===== src/hdl/reva_pkg.sv =====
// Shared types, codes and the quadrature transition table for the value
// adjust block.
package reva_pkg;

  // Field widths.
  localparam int VALUE_W = 8;
  localparam int SUM_W   = VALUE_W + 1;
  localparam int STEP_W  = 7;
  localparam int PHASE_W = 3;
  localparam int EVENT_W = 2;
  localparam int CFG_IDX_W  = 2;
  localparam int CFG_DATA_W = 8;
  localparam int IN_DATA_W  = 16;
  localparam int OUT_DATA_W = 16;

  // Command carried in the input tuser.
  localparam logic CMD_SAMPLE = 1'b0;
  localparam logic CMD_LOAD   = 1'b1;

  // Direction event codes on the output.
  localparam logic [EVENT_W-1:0] EV_NONE = 2'd0;
  localparam logic [EVENT_W-1:0] EV_CW   = 2'd1;
  localparam logic [EVENT_W-1:0] EV_CCW  = 2'd2;

  // Configuration register indexes.
  localparam logic [CFG_IDX_W-1:0] REG_LOWER_LIMIT = 2'd0;
  localparam logic [CFG_IDX_W-1:0] REG_UPPER_LIMIT = 2'd1;
  localparam logic [CFG_IDX_W-1:0] REG_STEP_SIZE   = 2'd2;

  // Decoder phases.
  localparam logic [PHASE_W-1:0] PH_START = 3'd0;
  localparam logic [PHASE_W-1:0] PH_BAD   = 3'd7;

  // One step of the decoder: next phase and the events it raises.
  typedef struct packed {
    logic [PHASE_W-1:0] phase;
    logic               cw;
    logic               ccw;
  } dec_step_t;

  // Transition table indexed by phase and pin code {pin_b, pin_a}.
  localparam dec_step_t DEC_TABLE [7][4] = '{
    '{'{3'd0, 1'b0, 1'b0}, '{3'd4, 1'b0, 1'b0}, '{3'd1, 1'b0, 1'b0}, '{3'd0, 1'b0, 1'b0}},
    '{'{3'd2, 1'b1, 1'b0}, '{3'd0, 1'b0, 1'b0}, '{3'd1, 1'b0, 1'b0}, '{3'd0, 1'b0, 1'b0}},
    '{'{3'd2, 1'b0, 1'b0}, '{3'd3, 1'b0, 1'b0}, '{3'd1, 1'b0, 1'b0}, '{3'd0, 1'b0, 1'b0}},
    '{'{3'd2, 1'b0, 1'b0}, '{3'd3, 1'b0, 1'b0}, '{3'd0, 1'b0, 1'b0}, '{3'd0, 1'b1, 1'b0}},
    '{'{3'd5, 1'b0, 1'b1}, '{3'd4, 1'b0, 1'b0}, '{3'd0, 1'b0, 1'b0}, '{3'd0, 1'b0, 1'b0}},
    '{'{3'd5, 1'b0, 1'b0}, '{3'd4, 1'b0, 1'b0}, '{3'd6, 1'b0, 1'b0}, '{3'd0, 1'b0, 1'b0}},
    '{'{3'd5, 1'b0, 1'b0}, '{3'd0, 1'b0, 1'b0}, '{3'd6, 1'b0, 1'b0}, '{3'd0, 1'b0, 1'b1}}
  };

endpackage


===== src/hdl/reva_decode.sv =====
// Quadrature decoder step: looks up the next phase and any event for one
// request. A load request leaves the phase alone and raises nothing.
module reva_decode
  import reva_pkg::*;
(
  input  logic               cmd,
  input  logic               pin_a,
  input  logic               pin_b,
  input  logic [PHASE_W-1:0] phase,
  output dec_step_t          step
);

  logic [PHASE_W-1:0] phase_idx;
  logic [1:0]         code;

  // An impossible phase is handled as the start phase.
  assign phase_idx = (phase == PH_BAD) ? PH_START : phase;
  assign code      = {pin_b, pin_a};

  always_comb begin
    if (cmd == CMD_LOAD) begin
      step = '{phase: phase, cw: 1'b0, ccw: 1'b0};
    end else begin
      step = DEC_TABLE[phase_idx][code];
    end
  end

endmodule


===== src/hdl/reva_adjust.sv =====
// Value update: a load replaces the value, an event moves it by the step size
// while the value lies inside the limits, saturating at the signed 8-bit range.
module reva_adjust
  import reva_pkg::*;
(
  input  logic                      cmd,
  input  logic signed [VALUE_W-1:0] load_value,
  input  dec_step_t                 step,
  input  logic signed [VALUE_W-1:0] value,
  input  logic signed [VALUE_W-1:0] lower_limit,
  input  logic signed [VALUE_W-1:0] upper_limit,
  input  logic        [STEP_W-1:0]  step_size,
  output logic signed [VALUE_W-1:0] value_next
);

  logic signed [SUM_W-1:0] value_ext;
  logic signed [SUM_W-1:0] step_ext;
  logic signed [SUM_W-1:0] sum;
  logic signed [VALUE_W-1:0] sum_sat;

  assign value_ext = SUM_W'(value);
  assign step_ext  = signed'({{(SUM_W-STEP_W){1'b0}}, step_size});

  // Counterclockwise takes precedence; the table never raises both.
  assign sum = step.ccw ? (value_ext - step_ext) : (value_ext + step_ext);

  // Saturate when the top two bits of the sum disagree.
  always_comb begin
    if (sum[SUM_W-1] != sum[SUM_W-2]) begin
      sum_sat = sum[SUM_W-1] ? {1'b1, {(VALUE_W-1){1'b0}}} : {1'b0, {(VALUE_W-1){1'b1}}};
    end else begin
      sum_sat = sum[VALUE_W-1:0];
    end
  end

  always_comb begin
    priority if (cmd == CMD_LOAD) begin
      value_next = load_value;
    end else if (step.ccw && (value > lower_limit)) begin
      value_next = sum_sat;
    end else if (step.cw && (value < upper_limit)) begin
      value_next = sum_sat;
    end else begin
      value_next = value;
    end
  end

endmodule


===== src/hdl/rotary_encoder_value_adjust.sv =====
// Rotary encoder value adjust. Each input request is either a pin sample or a
// load command and yields exactly one result carrying the value, the event and
// the decoder phase. The block takes one request every clock cycle while the
// downstream side accepts results. An accepted request is captured in the
// input register and, once the result register is empty or being emptied,
// passes through the decode and add logic into the result register. The input
// register keeps taking requests while a finished result waits for the
// downstream side, so a stall costs throughput only once both registers are
// full. Configuration writes take effect on the next clock edge and are meant
// for idle periods.
module rotary_encoder_value_adjust
  import reva_pkg::*;
(
  input  logic                  clk,
  input  logic                  rst,
  // Configuration write port.
  input  logic                  cfg_we,
  input  logic [CFG_IDX_W-1:0]  cfg_index,
  input  logic [CFG_DATA_W-1:0] cfg_data,
  // Input stream.
  input  logic                  s_axis_tvalid,
  output logic                  s_axis_tready,
  input  logic [IN_DATA_W-1:0]  s_axis_tdata,   // pin_a, pin_b, load_value[7:0], zero pad
  input  logic [0:0]            s_axis_tuser,   // cmd
  // Output stream.
  output logic                  m_axis_tvalid,
  input  logic                  m_axis_tready,
  output logic [OUT_DATA_W-1:0] m_axis_tdata    // position_value[7:0], direction_event[1:0],
                                                // decoder_state[2:0], zero pad
);

  // Configuration registers.
  logic signed [VALUE_W-1:0] lower_limit;
  logic signed [VALUE_W-1:0] upper_limit;
  logic        [STEP_W-1:0]  step_size;

  // Input register.
  logic                      in_valid;
  logic                      in_cmd;
  logic                      in_pin_a;
  logic                      in_pin_b;
  logic signed [VALUE_W-1:0] in_load_value;

  // Block state.
  logic [PHASE_W-1:0]        phase;
  logic signed [VALUE_W-1:0] value;

  // Result register.
  logic                      out_valid;
  logic signed [VALUE_W-1:0] out_value;
  logic [EVENT_W-1:0]        out_event;
  logic [PHASE_W-1:0]        out_phase;

  dec_step_t                 step;
  logic signed [VALUE_W-1:0] value_next;
  logic [EVENT_W-1:0]        event_next;
  logic                      advance;
  logic                      take_in;

  // A request moves on when the result register is empty or being emptied.
  assign advance       = in_valid && (!out_valid || m_axis_tready);
  assign s_axis_tready = !in_valid || advance;
  assign take_in       = s_axis_tvalid && s_axis_tready;

  // Configuration writes; unknown indexes are ignored.
  always_ff @(posedge clk) begin
    if (rst) begin
      lower_limit <= {1'b1, {(VALUE_W-1){1'b0}}};
      upper_limit <= {1'b0, {(VALUE_W-1){1'b1}}};
      step_size   <= STEP_W'(1);
    end else if (cfg_we) begin
      unique case (cfg_index)
        REG_LOWER_LIMIT: lower_limit <= cfg_data[VALUE_W-1:0];
        REG_UPPER_LIMIT: upper_limit <= cfg_data[VALUE_W-1:0];
        REG_STEP_SIZE:   step_size   <= cfg_data[STEP_W-1:0];
        default: ;
      endcase
    end
  end

  // Input register.
  always_ff @(posedge clk) begin
    if (rst) begin
      in_valid <= 1'b0;
    end else if (take_in) begin
      in_valid <= 1'b1;
    end else if (advance) begin
      in_valid <= 1'b0;
    end
  end

  always_ff @(posedge clk) begin
    if (take_in) begin
      in_cmd        <= s_axis_tuser[0];
      in_pin_a      <= s_axis_tdata[0];
      in_pin_b      <= s_axis_tdata[1];
      in_load_value <= s_axis_tdata[VALUE_W+1:2];
    end
  end

  reva_decode u_decode (
    .cmd   (in_cmd),
    .pin_a (in_pin_a),
    .pin_b (in_pin_b),
    .phase (phase),
    .step  (step)
  );

  reva_adjust u_adjust (
    .cmd         (in_cmd),
    .load_value  (in_load_value),
    .step        (step),
    .value       (value),
    .lower_limit (lower_limit),
    .upper_limit (upper_limit),
    .step_size   (step_size),
    .value_next  (value_next)
  );

  assign event_next = step.ccw ? EV_CCW : (step.cw ? EV_CW : EV_NONE);

  // State update as a request passes into the result register.
  always_ff @(posedge clk) begin
    if (rst) begin
      phase <= PH_START;
      value <= '0;
    end else if (advance) begin
      phase <= step.phase;
      value <= value_next;
    end
  end

  // Result register.
  always_ff @(posedge clk) begin
    if (rst) begin
      out_valid <= 1'b0;
    end else if (advance) begin
      out_valid <= 1'b1;
    end else if (m_axis_tready) begin
      out_valid <= 1'b0;
    end
  end

  always_ff @(posedge clk) begin
    if (advance) begin
      out_value <= value_next;
      out_event <= event_next;
      out_phase <= step.phase;
    end
  end

  assign m_axis_tvalid = out_valid;
  assign m_axis_tdata  = {{(OUT_DATA_W-VALUE_W-EVENT_W-PHASE_W){1'b0}},
                          out_phase, out_event, out_value};

  // The decoder never reaches the unused phase.
  a_phase_legal: assert property (@(posedge clk) disable iff (rst)
    phase != PH_BAD)
    else $error("decoder reached an unused phase");

  // A load request leaves the decoder phase unchanged.
  a_load_keeps_phase: assert property (@(posedge clk) disable iff (rst)
    (advance && in_cmd == CMD_LOAD) |=> (phase == $past(phase)))
    else $error("load request changed the decoder phase");

  // A sample with no event leaves the value alone.
  a_quiet_keeps_value: assert property (@(posedge clk) disable iff (rst)
    (advance && in_cmd == CMD_SAMPLE && !step.cw && !step.ccw) |=> (value == $past(value)))
    else $error("value moved without an event");

  // The result register mirrors the block state after each request.
  a_result_matches_state: assert property (@(posedge clk) disable iff (rst)
    advance |=> (out_value == value && out_phase == phase))
    else $error("result disagrees with block state");

  // A held request is never dropped while the result side is stalled.
  a_input_held: assert property (@(posedge clk) disable iff (rst)
    (in_valid && !advance) |=> in_valid)
    else $error("stalled request lost from the input register");

endmodule

===== config.mk =====
export PLATFORM = sky130hd
export DESIGN_NAME = rotary_encoder_value_adjust
export DESIGN_NICKNAME = d
export VERILOG_FILES = /design/src/hdl/reva_pkg.sv /design/src/hdl/reva_decode.sv /design/src/hdl/reva_adjust.sv /design/src/hdl/rotary_encoder_value_adjust.sv
export SDC_FILE = /design/constraint.sdc
export NUM_CORES = 1
export LEC_CHECK = 0
export BUFFER_PORTS_ARGS = -buffer_cell sky130_fd_sc_hd__clkbuf_2
export CORE_MARGIN = 2
export CORE_UTILIZATION = 35
export DETAILED_ROUTE_END_ITERATION = 8
export PLACE_DENSITY = 0.51
export SLEW_MARGIN = 20
export SYNTH_ARGS = -nofsm -noshare
export SYNTH_HDL_FRONTEND = slang
export SYNTH_SLANG_ARGS = --single-unit

===== constraint.sdc =====
create_clock -name clk -period 5.3 [get_ports clk]
set_clock_uncertainty 0.2 [all_clocks]
set_input_delay 1.59 -clock clk [delete_from_list [all_inputs] [get_ports clk]]
set_output_delay 1.59 -clock clk [all_outputs]
set_load 0.03 [all_outputs]

Yosys cells after proc, flatten, opt, wreduce, memory -nomap -nowiden:

Memory sizes are Yosys's and may differ from the RTL's.
Index checks and enable logic that the tools add are counted.

* flip-flop bits (word level): 60
* memories: 1
* memory bits (read-only): 160
* input bits: 32

Memory list
* (name not given): depth 8, width 20, rd ports 1, clocked after Yosys merged registers in 0, wr ports 0, line reva_decode.sv:24 `step = DEC_TABLE[phase_idx][code];`

* $add $sub $neg: 2
* mux-type cells: 18
* order comparisons: 4
* eq/ne operators: 4
* bitwise gates (word level): 2
* reduce and logical (&&, ||, !) cells: 14

Operators with widths (count)
* 20-bit two-way mux: 2
* 8-bit two-way mux: 5
* 5-bit two-way mux: 3
* 5-bit binary-select mux with 2-bit select: 1
* 8-bit by 8-bit adder with 9-bit output: 1
* 9-bit two-way mux: 1
* 8-bit by 8-bit subtractor with 9-bit output: 1
* 8-bit > comparator: 1
* 8-bit less-than comparator: 1
* 2-bit AND reduction: 3
* 1-bit two-way mux: 5
* 4-bit greater-or-equal comparator, second input constant: 1
* 1-bit logical AND: 4
* 3-bit inverter with 4-bit output: 1
* 2-bit nonzero test: 2
* 3-bit equality test, second input constant: 1
* 3-bit greater-or-equal comparator, second input constant: 1
* 3-bit two-way mux: 1
* 2-bit inverter with 3-bit output: 1
* 2-bit by 1-bit equality test with 1-bit output, second input constant: 1
* 2-bit equality test, second input constant: 1
* 1-bit logical NOT: 2
* 2-bit logical NOT: 1
* 1-bit logical OR: 2
* 1-bit != test: 1

Logic depth before layout (Yosys ltp):

Gate-level depths: netlist (run 1).

* word-level depth: 16
* mapped depth: 15

Hierarchy:

Synthesis (run 1) repeated with hierarchy kept, for this count alone.

* cell total of the unflattened synthesis: 384
* area total of the unflattened synthesis: 3514.6 µm²

Modules (own cells, without submodules)
* rotary_encoder_value_adjust: cells an instance 189, times used 1, seq. area each 1441.4 µm², area each 2173.3 µm²
* reva_adjust: cells an instance 164, times used 1, seq. area each 0.0 µm², area each 1117.3 µm²
* reva_decode: cells an instance 31, times used 1, seq. area each 0.0 µm², area each 224.0 µm²

Worst setup path after synthesis (run 1):

OpenSTA, ideal clock, no wires.

* path type: register to register
* from: register in_pin_a
* to: register out_value[2] (data pin)
* library setup time: 273 ps
* buffers on the path: 1
* arrival: 3435 ps
* cell stages (with the launch flop): 15
* clock period less this slack: 3907 ps
* setup slack: 1393 ps
* path through: edfxtp_1 > or3_1 > a2111o_1 > inv_1 > nor2_1 > xnor2_1 > ha_1 > a21oi_1 > o22ai_1 > o41ai_1 > xnor2_1 > buf_2 > nand2_1 > a211oi_1 > o31ai_2

RTL lines
* from (decl): line rotary_encoder_value_adjust.sv:40 `logic in_pin_a;`
* from (signal assigned): line rotary_encoder_value_adjust.sv:95 `in_pin_a <= s_axis_tdata[0];`
* to (signal assigned): line rotary_encoder_value_adjust.sv:146 `out_value <= value_next;`
* to (decl): line rotary_encoder_value_adjust.sv:50 `logic signed [VALUE_W-1:0] out_value;`

==> results of run 1 <==
## cell families (layout without fill, tap and decap cells)
logic type / after synthesis / in the layout
compound gates: 97 / 97
flops: 60 / 60
other cells: 1 / 3
fa+ha+maj: 25 / 25
xor+xnor: 13 / 13
buf+inv: 51 / 87
simple gates: 139 / 139
mux: 11 / 11
## cell usage after synthesis, types with 2 or more instances
cell type	number
nor2_1	63
dfxtp_1	36
nand2_1	35
inv_1	27
edfxtp_1	24
ha_1	24
o21ai_0	21
a21oi_1	18
clkbuf_1	18
a211o_1	13
mux2i_1	8
xnor2_1	8
nand3_1	7
nor3_1	7
o21ai_1	7
a211oi_1	5
a31oi_1	5
nand2b_1	5
nor2b_1	5
o31ai_2	5
xor2_1	5
a21o_1	3
and3_1	3
buf_4	3
mux2_2	3
nand3b_1	3
o211ai_1	3
a2bb2oi_1	2
and2_1	2
nand4_1	2
o21bai_1	2
o31ai_1	2
or3_1	2
## state kept, by name, summed over array words and instances (netlist names), 2 cells and up
name / flops
step_size: 7
out_value: 8
value: 8
in_load_value: 8
lower_limit: 8
out_phase: 3
out_event: 2
phase: 3
upper_limit: 8
## metal layers
layer	global-route usage	vias up	wire length, um
met1	0.203	1308	3860
met3	0.0459	4	338
met5	0	-	0
met4	0.0541	0	46
met2	0.235	58	3620
li1	-	1461	-
## report_power, final
part | switching (mW) | total (mW) | leakage [nW] | internal, mW
clock | 0.171 | 0.401 | 0.0947 | 0.230
sequential | 0.0210 | 0.527 | 0.526 | 0.506
combinational | 0.108 | 0.179 | 1.13 | 0.0703
## area by class of cell
class                      instances  area, um^2  area share
inverter                          28         105      0.0264
timing repair buffer              43         223      0.0560
multi-input combinational        288        1860       0.467
sequential                        60        1440       0.362
clock inverter                     2        35.0     0.00880
tap                              133         166      0.0418
clock buffer                      14         153      0.0384
## cell usage in the layout (no fill, tap or decap), types with 3 or more instances in the layout
master / instances
o21ai_0: 21
inv_1: 27
nand2b_1: 5
buf_4: 3
xor2_1: 5
a211oi_1: 5
a211o_1: 13
a21oi_1: 18
conb_1: 3
clkbuf_8: 10
a21o_1: 3
nand3b_1: 3
nor2_1: 63
and3_1: 3
nor2b_1: 5
clkbuf_2: 40
a31oi_1: 5
o21ai_1: 7
xnor2_1: 7
ha_1: 24
o211ai_1: 3
clkbuf_1: 4
mux2i_1: 8
mux2_2: 3
nor3_1: 7
nand2_1: 35
edfxtp_1: 24
dfxtp_1: 36
o31ai_2: 5
nand3_1: 7
## worst register-to-register path, stage by stage, from the launching register on
cell and delay, ns:
edfxtp_1 0.47, or3_1 0.40, a2111o_1 0.52, inv_1 0.21, nor2_1 0.08, xnor2_1 0.13
ha_1 0.32, a21oi_1 0.21, o22ai_1 0.15, o41ai_1 0.45, xnor2_2 0.32, nand2_1 0.10
a211oi_1 0.43, o31ai_2 0.10
## per-stage QoR
step	setup slack [ns]	hold slack (ns)	util
3_5_place_dp	0.779	0.263	0.389
6_report	0.960	0.265	0.409
5_1_grt	0.588	0.295	0.409
2_1_floorplan	1.39	0.236	-
4_1_cts	0.792	0.272	0.408
3_3_place_gp	0.891	0.250	0.389
## how the worst min path moves through the flow
stage / startpoint / endpoint / slack, ns / depth (start not counted)
floorplan: upper_limit[7]$_SDFFE_PP0P_ / upper_limit[7]$_SDFFE_PP0P_ / 0.24 / 2
global placement: upper_limit[7]$_SDFFE_PP0P_ / upper_limit[7]$_SDFFE_PP0P_ / 0.25 / 2
detailed placement: upper_limit[7]$_SDFFE_PP0P_ / upper_limit[7]$_SDFFE_PP0P_ / 0.26 / 2
CTS: upper_limit[7]$_SDFFE_PP0P_ / upper_limit[7]$_SDFFE_PP0P_ / 0.27 / 2
global route: upper_limit[7]$_SDFFE_PP0P_ / upper_limit[7]$_SDFFE_PP0P_ / 0.29 / 2
finish: upper_limit[7]$_SDFFE_PP0P_ / upper_limit[7]$_SDFFE_PP0P_ / 0.26 / 2
==> impl_summary.txt, run 1 <==
----------------------------------------------------
[CTS]
  H-tree levels ... 3
  TritonCTS clock tree ... built
  Clock transition at path regs ... 0.07 ns
  Post-cts gate resize count ... 0
  Insertion delay of the later-clocked pin in the worst-skew pair ... 0.34 ns
  Max Root-Sink Buffers ... 2
  Post-CTS repair timing setup buffer count ... 0
  Number of clock sinks ... 60
  CTS Hold Bufs ... 0
  Clock root buffer ... clkbuf_8
  Number of buffers added by the clock tree synthesis step ... 9

[Synth]
  Fraction of the mapped netlist area in adder cells ... 0.0919
  Portion of the post-synthesis area used by sequential elements ... 0.413
  Number of instances in the synthesized netlist ... 397
  Flip-flop cell with the highest count after synthesis ... dfxtp_1
  Xor/xnor cell area share of the yosys netlist ... 0.0327
  Synth cell types ... 54
  Post-Syn Area ... 3490 um^2
  Area contributors post-synth ... dfxtp_1, edfxtp_1, ha_1
  Portion of synthesized cell area occupied by the leading cell type ... 0.207
  Share of the synthesized area in compound gates (AO/OA/AOI/OAI) ... 0.193
  Total of flip-flops plus latches after synthesis ... 60
  Number of enable flip-flop cells after synthesis ... 24
  Proportion of synthesized area in mux cells ... 0.0327
  Dominant combinational cell family by area after synthesis ... compound AO/OA/AOI/OAI gates
  Average cell area after synthesis ... 8.78 um^2
  Number of warnings reported in the yosys synthesis log ... 0
  Simple-gate share of the synthesized area ... 0.177
  Share of synthesized flip-flops with an asynchronous set or reset ... 0
  Biggest area consumer among synthesized cells ... dfxtp_1

[Floorplanning]
  Die height ... 104 um
  I/O Pins ... 50
  Width of the chip ... 104 um
  Placeable Area ... 9730 um^2
  Total Die Area ... 10800 um^2
  Cell row count ... 36
  Initial Util ... 0.358

[Pwr]
  PD cells ... 278 nW/um^2
  Worst voltage drop across the vdd grid ... 0.189 mV
  Leakage power figure ... 1.75 nW
  Total Power Consumption ... 1.11 mW

[STA]
  Unrepaired setup endpoints after global routing ... false
  Minimum clock period ... 4.34 ns
  Final worst path period share ... 0.819
  Timing-limited maximum frequency ... 230 MHz
  Slew Viols, Final ... 0
  Final count of negative-setup-slack endpoints ... 0
  Slew @ Worst Pin ... 0.898 ns
  Setup tns final ... 0 ns
  Number of hold-slack violations in the final timing report ... 0
  Rel. slew slack ... 0.401

[Setup path]
  Worst-path maximum fanout ... 15
  Delay-heaviest family, CP ... compound AO/OA/AOI/OAI gates
  Termination of the worst setup path ... out_value[3]$_DFFE_PP_
  Crit path from ... in_pin_a$_DFFE_PP_
  Startpoint of the most critical register-to-register path ... in_pin_a$_DFFE_PP_
  Worst Path Buf+Inv ... 1
  Cell type of the slowest stage on the worst timing path ... a2111o_1
  Endpoint of the most critical register-to-register path ... out_value[3]$_DFFE_PP_
  Required time at the worst-slack endpoint ... 5.19 ns
  Critical path cell sequence ... or3_1 > a2111o_1 > inv_1 > nor2_1 > xnor2_1 > ha_1 > a21oi_1 > o22ai_1 > o41ai_1 > xnor2_2 > nand2_1 > a211oi_1 > o31ai_2
  R2R Setup Slk ... 0.96 ns
  Critical Path Max Stage Delay ... 0.52 ns
  Worst Setup Start Kind ... flip-flop
  Critical path arrival ... 4.23 ns
  Critical setup path kind ... flip-flop to flip-flop
  Worst-case reg-to-reg path depth ... 13
  Crit. End Element ... flip-flop
  Path length in cells of the critical path ... 13

[Placement]
  Total of buffers placed on input and output ports ... 40
  DP HPWL ... 5.87 mm
  Post-place instance area ... 3780 um^2
  DP Cell Count ... 552
  Gp weighted congestion ... 0.852

[Routing]
  Drc violations ... 0
  1st-iter DRT viols ... 93
  Post-route ant nets ... 0
  Vias per std cell ... 4.98
  TritonRoute pass-1 iters ... 4
  Final routed wirelength across all metal layers ... 7.87 mm
  Routed via count ... 2831
  Wire per inst ... 13.8 um

[Outcome]
  Run status ... complete, no violations

[Global routing]
  Maximum number of pins on one net before global-route repair ... 44
  Initial antenna violation count ... 0
  Aggregate global routing overflow ... 0
  Global-route total usage across every layer ... 0.153
  Wire length of the first global-routing pass ... 13.1 mm
  Via count of the first global-routing pass ... 2741

[Layout]
  Final Instance Area ... 3980 um^2
  Layout-stage area growth over the synthesis result ... 14.1%
  Total of fill cells in the finished design ... 1021
  Final layout net count ... 487
  Fin cells ... 568
  Layout cell share with drive strength beyond 1 ... 0.152
  Antenna Diode Count ... 0

[Job]
  # Max-Cap Violations ... 0

[Min path]
  Path type of the worst min-delay path ... flip-flop to flip-flop

----------------------------------------------------
(Power assumes the default switching activity.)
==> run 2, diff against run 1 <==
--- a/config.mk
+++ b/config.mk
@@ -5,6 +5,7 @@
 export SDC_FILE = /design/constraint.sdc
 export NUM_CORES = 1
 export LEC_CHECK = 0
+export ABC_AREA = 1
 export BUFFER_PORTS_ARGS = -buffer_cell sky130_fd_sc_hd__clkbuf_2
 export CORE_MARGIN = 2
 export CORE_UTILIZATION = 35
==> constraint.sdc (replaced) <==
create_clock -name clk -period 4.45 [get_ports clk]
set_clock_uncertainty 0.2 [all_clocks]
set_input_delay 1.335 -clock clk [delete_from_list [all_inputs] [get_ports clk]]
set_output_delay 1.335 -clock clk [all_outputs]
set_load 0.03 [all_outputs]
==> impl_summary.txt, run 2 <==
----------------------------------------------------
[Outcome]
  Run status ... complete, no violations

[CTS]
  Post-CTS repair timing setup buffer count ... 0 (unchanged)
  CTS Hold Bufs ... 0 (unchanged)
  Clock transition at path regs ... 0.08 ns (about the same)
  Insertion delay of the later-clocked pin in the worst-skew pair ... 0.35 ns (about the same)
  Post-cts gate resize count ... 0 (unchanged)
  H-tree levels ... 3 (unchanged)
  Clock root buffer ... clkbuf_8
  Number of clock sinks ... 60 (unchanged)
  TritonCTS clock tree ... built
  Number of buffers added by the clock tree synthesis step ... 9 (unchanged)
  Max Root-Sink Buffers ... 2 (unchanged)

[Min path]
  Path type of the worst min-delay path ... flip-flop to flip-flop
  Count of cells along the worst hold path ... 2 (unchanged)
  Hold wc startpoint ... lower_limit[2]$_SDFFE_PP0P_

[Pwr]
  Worst voltage drop across the vdd grid ... 0.156 mV (-17%)
  Leakage power figure ... 2.08 nW (+19%)
  Total Power Consumption ... 1.40 mW (+27%)
  PD cells ... 346 nW/um^2 (+25%)

[Routing]
  Wire per inst ... 12.8 um (-7.6%)
  TritonRoute pass-1 iters ... 4 (unchanged)
  Drc violations ... 0 (unchanged)
  Post-route ant nets ... 0 (unchanged)
  Final routed wirelength across all metal layers ... 8.15 mm (+3.6%)
  Routed via count ... 2967 (+4.8%)
  1st-iter DRT viols ... 102 (+9.7%)
  Vias per std cell ... 4.66 (-6.5%)

[Global routing]
  Aggregate global routing overflow ... 0 (unchanged)
  Maximum number of pins on one net before global-route repair ... 24 (-45%)
  Initial antenna violation count ... 0 (unchanged)
  Wire length of the first global-routing pass ... 14.1 mm (+7.5%)
  Global-route total usage across every layer ... 0.164 (+0.0111)
  Via count of the first global-routing pass ... 2944 (+7.4%)

[Layout]
  Area used by multi-input combinational logic ... 1710 um^2 (-8.0%)
  Layout cell share with drive strength beyond 1 ... 0.161 (+0.00899)
  Leading cell types in the layout, fill and taps excluded ... nand2_1, inv_1, clkbuf_2
  Final layout net count ... 556 (+14%)
  Area used by sequential logic in the layout ... 1440 um^2 (unchanged)
  Total of fill cells in the finished design ... 1029 (+0.78%)
  Antenna Diode Count ... 0 (unchanged)
  Most common cell after layout, fill and taps aside ... nand2_1
  Layout-stage area growth over the synthesis result ... 15.8%

[Synth]
  Portion of synthesized cell area occupied by the leading cell type ... 0.206 (-0.000739)
  Post-Syn Area ... 3500 um^2 (+0.36%)
  Share of the synthesized area in compound gates (AO/OA/AOI/OAI) ... 0.121 (-0.0718)
  Commonest cells post-synth ... nand2_1, inv_1, a21oi_1, nand3_1, dfxtp_1
  Total of flip-flops plus latches after synthesis ... 60 (unchanged)
  Dominant combinational cell family by area after synthesis ... simple AND/OR/NAND/NOR gates
  Biggest area consumer among synthesized cells ... dfxtp_1
  Portion of the post-synthesis area used by sequential elements ... 0.412 (-0.00148)
  Number of enable flip-flop cells after synthesis ... 24 (unchanged)
  Flip-flop cell with the highest count after synthesis ... dfxtp_1
  Synth cell types ... 34 (-37%)
  Average cell area after synthesis ... 7.73 um^2 (-12%)
  Proportion of synthesized area in mux cells ... 0 (-0.0327)
  Number of instances in the synthesized netlist ... 453 (+14%)
  Fraction of the mapped netlist area in adder cells ... 0.0915 (-0.000328)
  Simple-gate share of the synthesized area ... 0.248 (+0.0705)
  Area contributors post-synth ... dfxtp_1, edfxtp_1, nand2_1
  Xor/xnor cell area share of the yosys netlist ... 0.0250 (-0.00762)
  Most common cell in the netlist ... nand2_1
  Number of warnings reported in the yosys synthesis log ... 0 (unchanged)
  Share of synthesized flip-flops with an asynchronous set or reset ... 0 (unchanged)

[Floorplanning]
  I/O Pins ... 50 (unchanged)
  Width of the chip ... 104 um (+0.17%)
  Initial Util ... 0.360 (+0.00129)
  Total Die Area ... 10800 um^2 (+0.35%)
  Placeable Area ... 9730 um^2 (unchanged)
  Die height ... 104 um (+0.17%)
  Cell row count ... 36 (unchanged)

[STA]
  Unrepaired setup endpoints after global routing ... false
  Slew @ Worst Pin ... 0.690 ns (-0.208 ns)
  Final count of negative-setup-slack endpoints ... 0 (unchanged)
  Setup tns final ... 0 ns (unchanged)
  Number of hold-slack violations in the final timing report ... 0 (unchanged)
  Final worst path period share ... 0.760 (-0.0589)
  Minimum clock period ... 3.38 ns (-0.958 ns)
  Rel. slew slack ... 0.539 (+0.138)
  Slew Viols, Final ... 0 (unchanged)
  Timing-limited maximum frequency ... 296 MHz (+28%)

[Setup path]
  Crit. End Element ... flip-flop
  Crit path from ... in_pin_b$_DFFE_PP_
  Worst-path maximum fanout ... 8 (-7)
  Worst Setup Start Kind ... flip-flop
  Required time at the worst-slack endpoint ... 4.35 ns (-0.84 ns)
  R2R Setup Slk ... 1.07 ns (+0.11 ns)
  Critical setup path kind ... flip-flop to flip-flop
  Worst-case reg-to-reg path depth ... 19 (+6)
  Critical path arrival ... 3.28 ns (-0.95 ns)
  Startpoint of the most critical register-to-register path ... in_pin_b$_DFFE_PP_

[Placement]
  DP HPWL ... 6.28 mm (+7.0%)
  Gp weighted congestion ... 0.796 (-6.6%)
  Total of buffers placed on input and output ports ... 40 (unchanged)

[Job]
  # Max-Cap Violations ... 0 (unchanged)

----------------------------------------------------
## run 2: layout make-up
cell class                      instances  area share
Clock buffer                           11      0.0401
Clock inverter                          5     0.00988
Inverter                               81      0.0750
Multi-Input combinational cell        303       0.422
Sequential cell                        60       0.356
Tap cell                              133      0.0410
Timing Repair Buffer                   44      0.0568
## run 2: per-layer routing
layer	vias up	global-route usage	wire (um)
li1	1565	-	-
met1	1345	0.205	3840
met2	47	0.276	3870
met3	10	0.0432	341
met4	0	0.0512	91
met5	-	0	0
## run 2: power breakdown
| part | internal, mW | switching (mW) |
|---|---|---|
| Clock | 0.255 | 0.233 |
| Sequential | 0.607 | 0.0222 |
| Combinational | 0.103 | 0.183 |
## run 2: path summary, 6_finish.rpt
path / endpoint
max: out_value[6]$_DFFE_PP_
min: lower_limit[2]$_SDFFE_PP0P_
max reg2reg: out_value[6]$_DFFE_PP_
min reg2reg: lower_limit[2]$_SDFFE_PP0P_
## run 2: cells by family (layout without fill, tap and decap cells)
kind of cell / after synthesis / count (layout)
other: 1 / 3
AOI/OAI and AO/OA: 76 / 76
adders and majority gates: 25 / 25
buffers and inverters: 92 / 141
DFF: 60 / 60
and+or+nand+nor: 189 / 189
xor gates and xnor gates: 10 / 10
## run 2: worst max-delay path, cell delays in order, from the launching register on
cell	delay, ns
edfxtp_1	0.50
inv_1	0.18
nand2_2	0.10
nand3_4	0.16
inv_2	0.08
or2_2	0.28
xor2_1	0.14
ha_1	0.33
a21oi_1	0.16
nand2_1	0.12
nand3_1	0.11
nand3b_1	0.08
nand2_1	0.10
inv_1	0.07
nand3_4	0.11
nand2_1	0.07
inv_2	0.11
nand2_1	0.07
nand2_1	0.07
nand2_1	0.07
## run 2: through the flow
stage	setup slack, ns	util	hold WS, ns	cell area, um^2	instances
4_1_cts	1.06	0.417	0.269	4050	637
3_5_place_dp	1.07	0.396	0.256	3850	621
2_1_floorplan	1.26	-	0.229	3510	455
6_report	1.07	0.417	0.269	4050	637
3_3_place_gp	1.09	0.396	0.250	3850	621
5_1_grt	0.681	0.417	0.296	4050	637
==> run 3, diff against run 2 <==
==> constraint.sdc (replaced) <==
create_clock -name clk -period 3.25 [get_ports clk]
set_clock_uncertainty 0.2 [all_clocks]
set_input_delay 0.975 -clock clk [delete_from_list [all_inputs] [get_ports clk]]
set_output_delay 0.975 -clock clk [all_outputs]
set_load 0.03 [all_outputs]
==> impl_summary.txt, run 3 (same netlist as run 2, synthesis figures left out) <==
----------------------------------------------------
[Layout]
  Most common cell after layout, fill and taps aside ... nand2_1
  Final layout net count ... 570 (+2.5%)
  Core Util, Final ... 0.438 (+0.0217)
  Leading cell types in the layout, fill and taps excluded ... nand2_1, inv_1, clkbuf_2
  Antenna Diode Count ... 0 (unchanged)
  Area used by sequential logic in the layout ... 1450 um^2 (+0.26%)
  Layout cell share with drive strength beyond 1 ... 0.236 (+0.0748)
  Total of fill cells in the finished design ... 1020 (-0.87%)
  Layout-stage area growth over the synthesis result ... 21.9%
  Area used by multi-input combinational logic ... 1800 um^2 (+5.3%)

[Setup path]
  Required time at the worst-slack endpoint ... 3.15 ns (-1.20 ns)
  R2R Setup Slk ... 0.1 ns (-0.97 ns)
  Worst Setup Start Kind ... flip-flop
  Critical setup path kind ... flip-flop to flip-flop
  Critical path arrival ... 3.05 ns (-0.23 ns)
  Worst-path maximum fanout ... 7 (-1)
  Crit. End Element ... flip-flop

[STA]
  Slew @ Worst Pin ... 0.621 ns (-0.0694 ns)
  Rel. slew slack ... 0.586 (+0.0463)
  Timing-limited maximum frequency ... 317 MHz (+7.2%)
  Worst hold margin ... 0.265 ns (-0.00362 ns)
  Minimum clock period ... 3.15 ns (-0.228 ns)
  Final worst path period share ... 0.970 (+0.210)
  Number of hold-slack violations in the final timing report ... 0 (unchanged)
  Unrepaired setup endpoints after global routing ... true
  Slew Viols, Final ... 0 (unchanged)
  Final count of negative-setup-slack endpoints ... 0 (unchanged)

[Global routing]
  Via count of the first global-routing pass ... 2918 (-0.88%)
  Maximum number of pins on one net before global-route repair ... 24 (unchanged)
  Global-route total usage across every layer ... 0.160 (-0.00420)
  Initial antenna violation count ... 0 (unchanged)
  Wire length of the first global-routing pass ... 13.6 mm (-3.4%)
  Aggregate global routing overflow ... 0 (unchanged)

[CTS]
  TritonCTS clock tree ... built
  H-tree levels ... 3 (unchanged)
  Number of buffers added by the clock tree synthesis step ... 9 (unchanged)
  Number of clock sinks ... 60 (unchanged)
  Max Root-Sink Buffers ... 2 (unchanged)
  CTS Hold Bufs ... 0 (unchanged)
  Clock root buffer ... clkbuf_8
  Clock transition at path regs ... 0.07 ns (about the same)
  Insertion delay of the later-clocked pin in the worst-skew pair ... 0.34 ns (about the same)

[Routing]
  Wire per inst ... 13.1 um (+2.4%)
  Post-route ant nets ... 0 (unchanged)
  Final routed wirelength across all metal layers ... 8.53 mm (+4.7%)
  Vias per std cell ... 4.67 (+0.19%)
  1st-iter DRT viols ... 80 (-22%)
  TritonRoute pass-1 iters ... 4 (unchanged)
  Routed via count ... 3038 (+2.4%)
  Drc violations ... 0 (unchanged)

[Floorplanning]
  Width of the chip ... 104 um (unchanged)
  Placeable Area ... 9730 um^2 (unchanged)
  I/O Pins ... 50 (unchanged)
  Cell row count ... 36 (unchanged)
  Die height ... 104 um (unchanged)
  Total Die Area ... 10800 um^2 (unchanged)
  Initial Util ... 0.360 (unchanged)

[Pwr]
  Fraction of power consumed by the clock network ... 0.346 (-0.002)
  Worst voltage drop across the vdd grid ... 0.303 mV (+94%)
  Switching power of the nets ... 0.607 mW (+38%)
  Combinational share of power ... 0.221 (+0.017)
  Share of total power consumed by net switching ... 0.304 (-0.00836)
  Total Power Consumption ... 1.99 mW (+42%)
  PD cells ... 468 nW/um^2 (+35%)
  Sequential share of power ... 0.433 (-0.015)
  Leakage power figure ... 2.18 nW (+4.6%)
  Design internal power ... 1.39 mW (+44%)

[Outcome]
  Run status ... complete, no violations

[Placement]
  DP HPWL ... 6.23 mm (-0.72%)
  Gp weighted congestion ... 0.799 (+0.33%)
  Total of buffers placed on input and output ports ... 40 (unchanged)

[Min path]
  Path type of the worst min-delay path ... flip-flop to flip-flop

[Job]
  # Max-Cap Violations ... 0 (unchanged)

----------------------------------------------------
run 3: cell types whose count changed in the layout (fill, tap and decap cells not counted), moves of 3 or more:
cell | previous run | this run
dfxtp_1 | 36 | 33
nand3_1 | 38 | 32
inv_1 | 75 | 72
dfxtp_2 | 0 | 3
nand3_2 | 4 | 9
a21oi_1 | 38 | 35
nand2_2 | 8 | 19
buf_4 | 4 | 18
nand2_1 | 110 | 97
a21oi_2 | 0 | 3
run 3: final cells by class:
cell class	instances	area share
clock inverters	2	0.00264
repair buffers	58	0.0786
inverters	81	0.0730
well taps	133	0.0390
multi-input cells	303	0.422
clock buffers	14	0.0458
flip-flops and latches	60	0.339
run 3: routing by layer:
| layer | up-vias | track usage | share of wire |
|---|---|---|---|
| met2 | 46 | 0.274 | 0.50 |
| met4 | 0 | 0.0521 | 0.010 |
| met1 | 1397 | 0.194 | 0.45 |
| met3 | 10 | 0.0420 | 0.034 |
| li1 | 1585 | - | - |
| met5 | - | 0 | 0 |
run 3: power by group through the flow:
stage / sequential [mW] / combinational (mW) / clock (mW)
final: 0.864 / 0.441 / 0.690
after floorplan: 0.890 / 0.280 / 0
after global routing: 0.868 / 0.500 / 0.746
after CTS: 0.862 / 0.400 / 0.719
after detailed placement: 0.879 / 0.398 / 0
after global placement: 0.879 / 0.393 / 0
run 3: repair_timing:
action,4_1_cts,5_1_grt
resized for setup,0,36
endpoints found under the setup margin,0,15
buffers inserted,0,8
run 3: worst paths after layout:
check / start / to / cells after the start
hold reg to reg: upper_limit[0]$_SDFFE_PP1P_ / upper_limit[0]$_SDFFE_PP1P_ / 2
setup reg to reg: phase[0]$_SDFFE_PP0P_ / out_value[2]$_DFFE_PP_ / 20
setup / recovery: phase[0]$_SDFFE_PP0P_ / out_value[2]$_DFFE_PP_ / 20
hold / removal: upper_limit[0]$_SDFFE_PP1P_ / upper_limit[0]$_SDFFE_PP1P_ / 2
run 3: worst max-delay path: stages, from the launching register on:
cell      delay [ns]
dfxtp_2         0.38
nand2_1         0.14
nand3_2         0.13
nand2_4         0.07
nand3_4         0.10
inv_4           0.05
or2_2           0.27
xor2_1          0.15
ha_1            0.39
a21oi_2         0.17
nand2_2         0.09
nand3_2         0.07
nand3b_1        0.09
nand2_2         0.11
inv_2           0.05
nand3_4         0.09
nand2_4         0.07
inv_6           0.08
nand2_1         0.06
nand2_1         0.08
nand2_1         0.07
run 3: stage by stage:
step / instances / TNS [ns] / area, um^2 / worst slack, ns
6_report: 651 / 0 / 4270 / 0.0961
3_5_place_dp: 627 / 0 / 3900 / 0.0398
3_3_place_gp: 627 / 0 / 3900 / 0.0461
4_1_cts: 643 / 0 / 4100 / 0.0167
2_1_floorplan: 455 / 0 / 3510 / 0.250
5_1_grt: 651 / -0.745 / 4270 / -0.0810
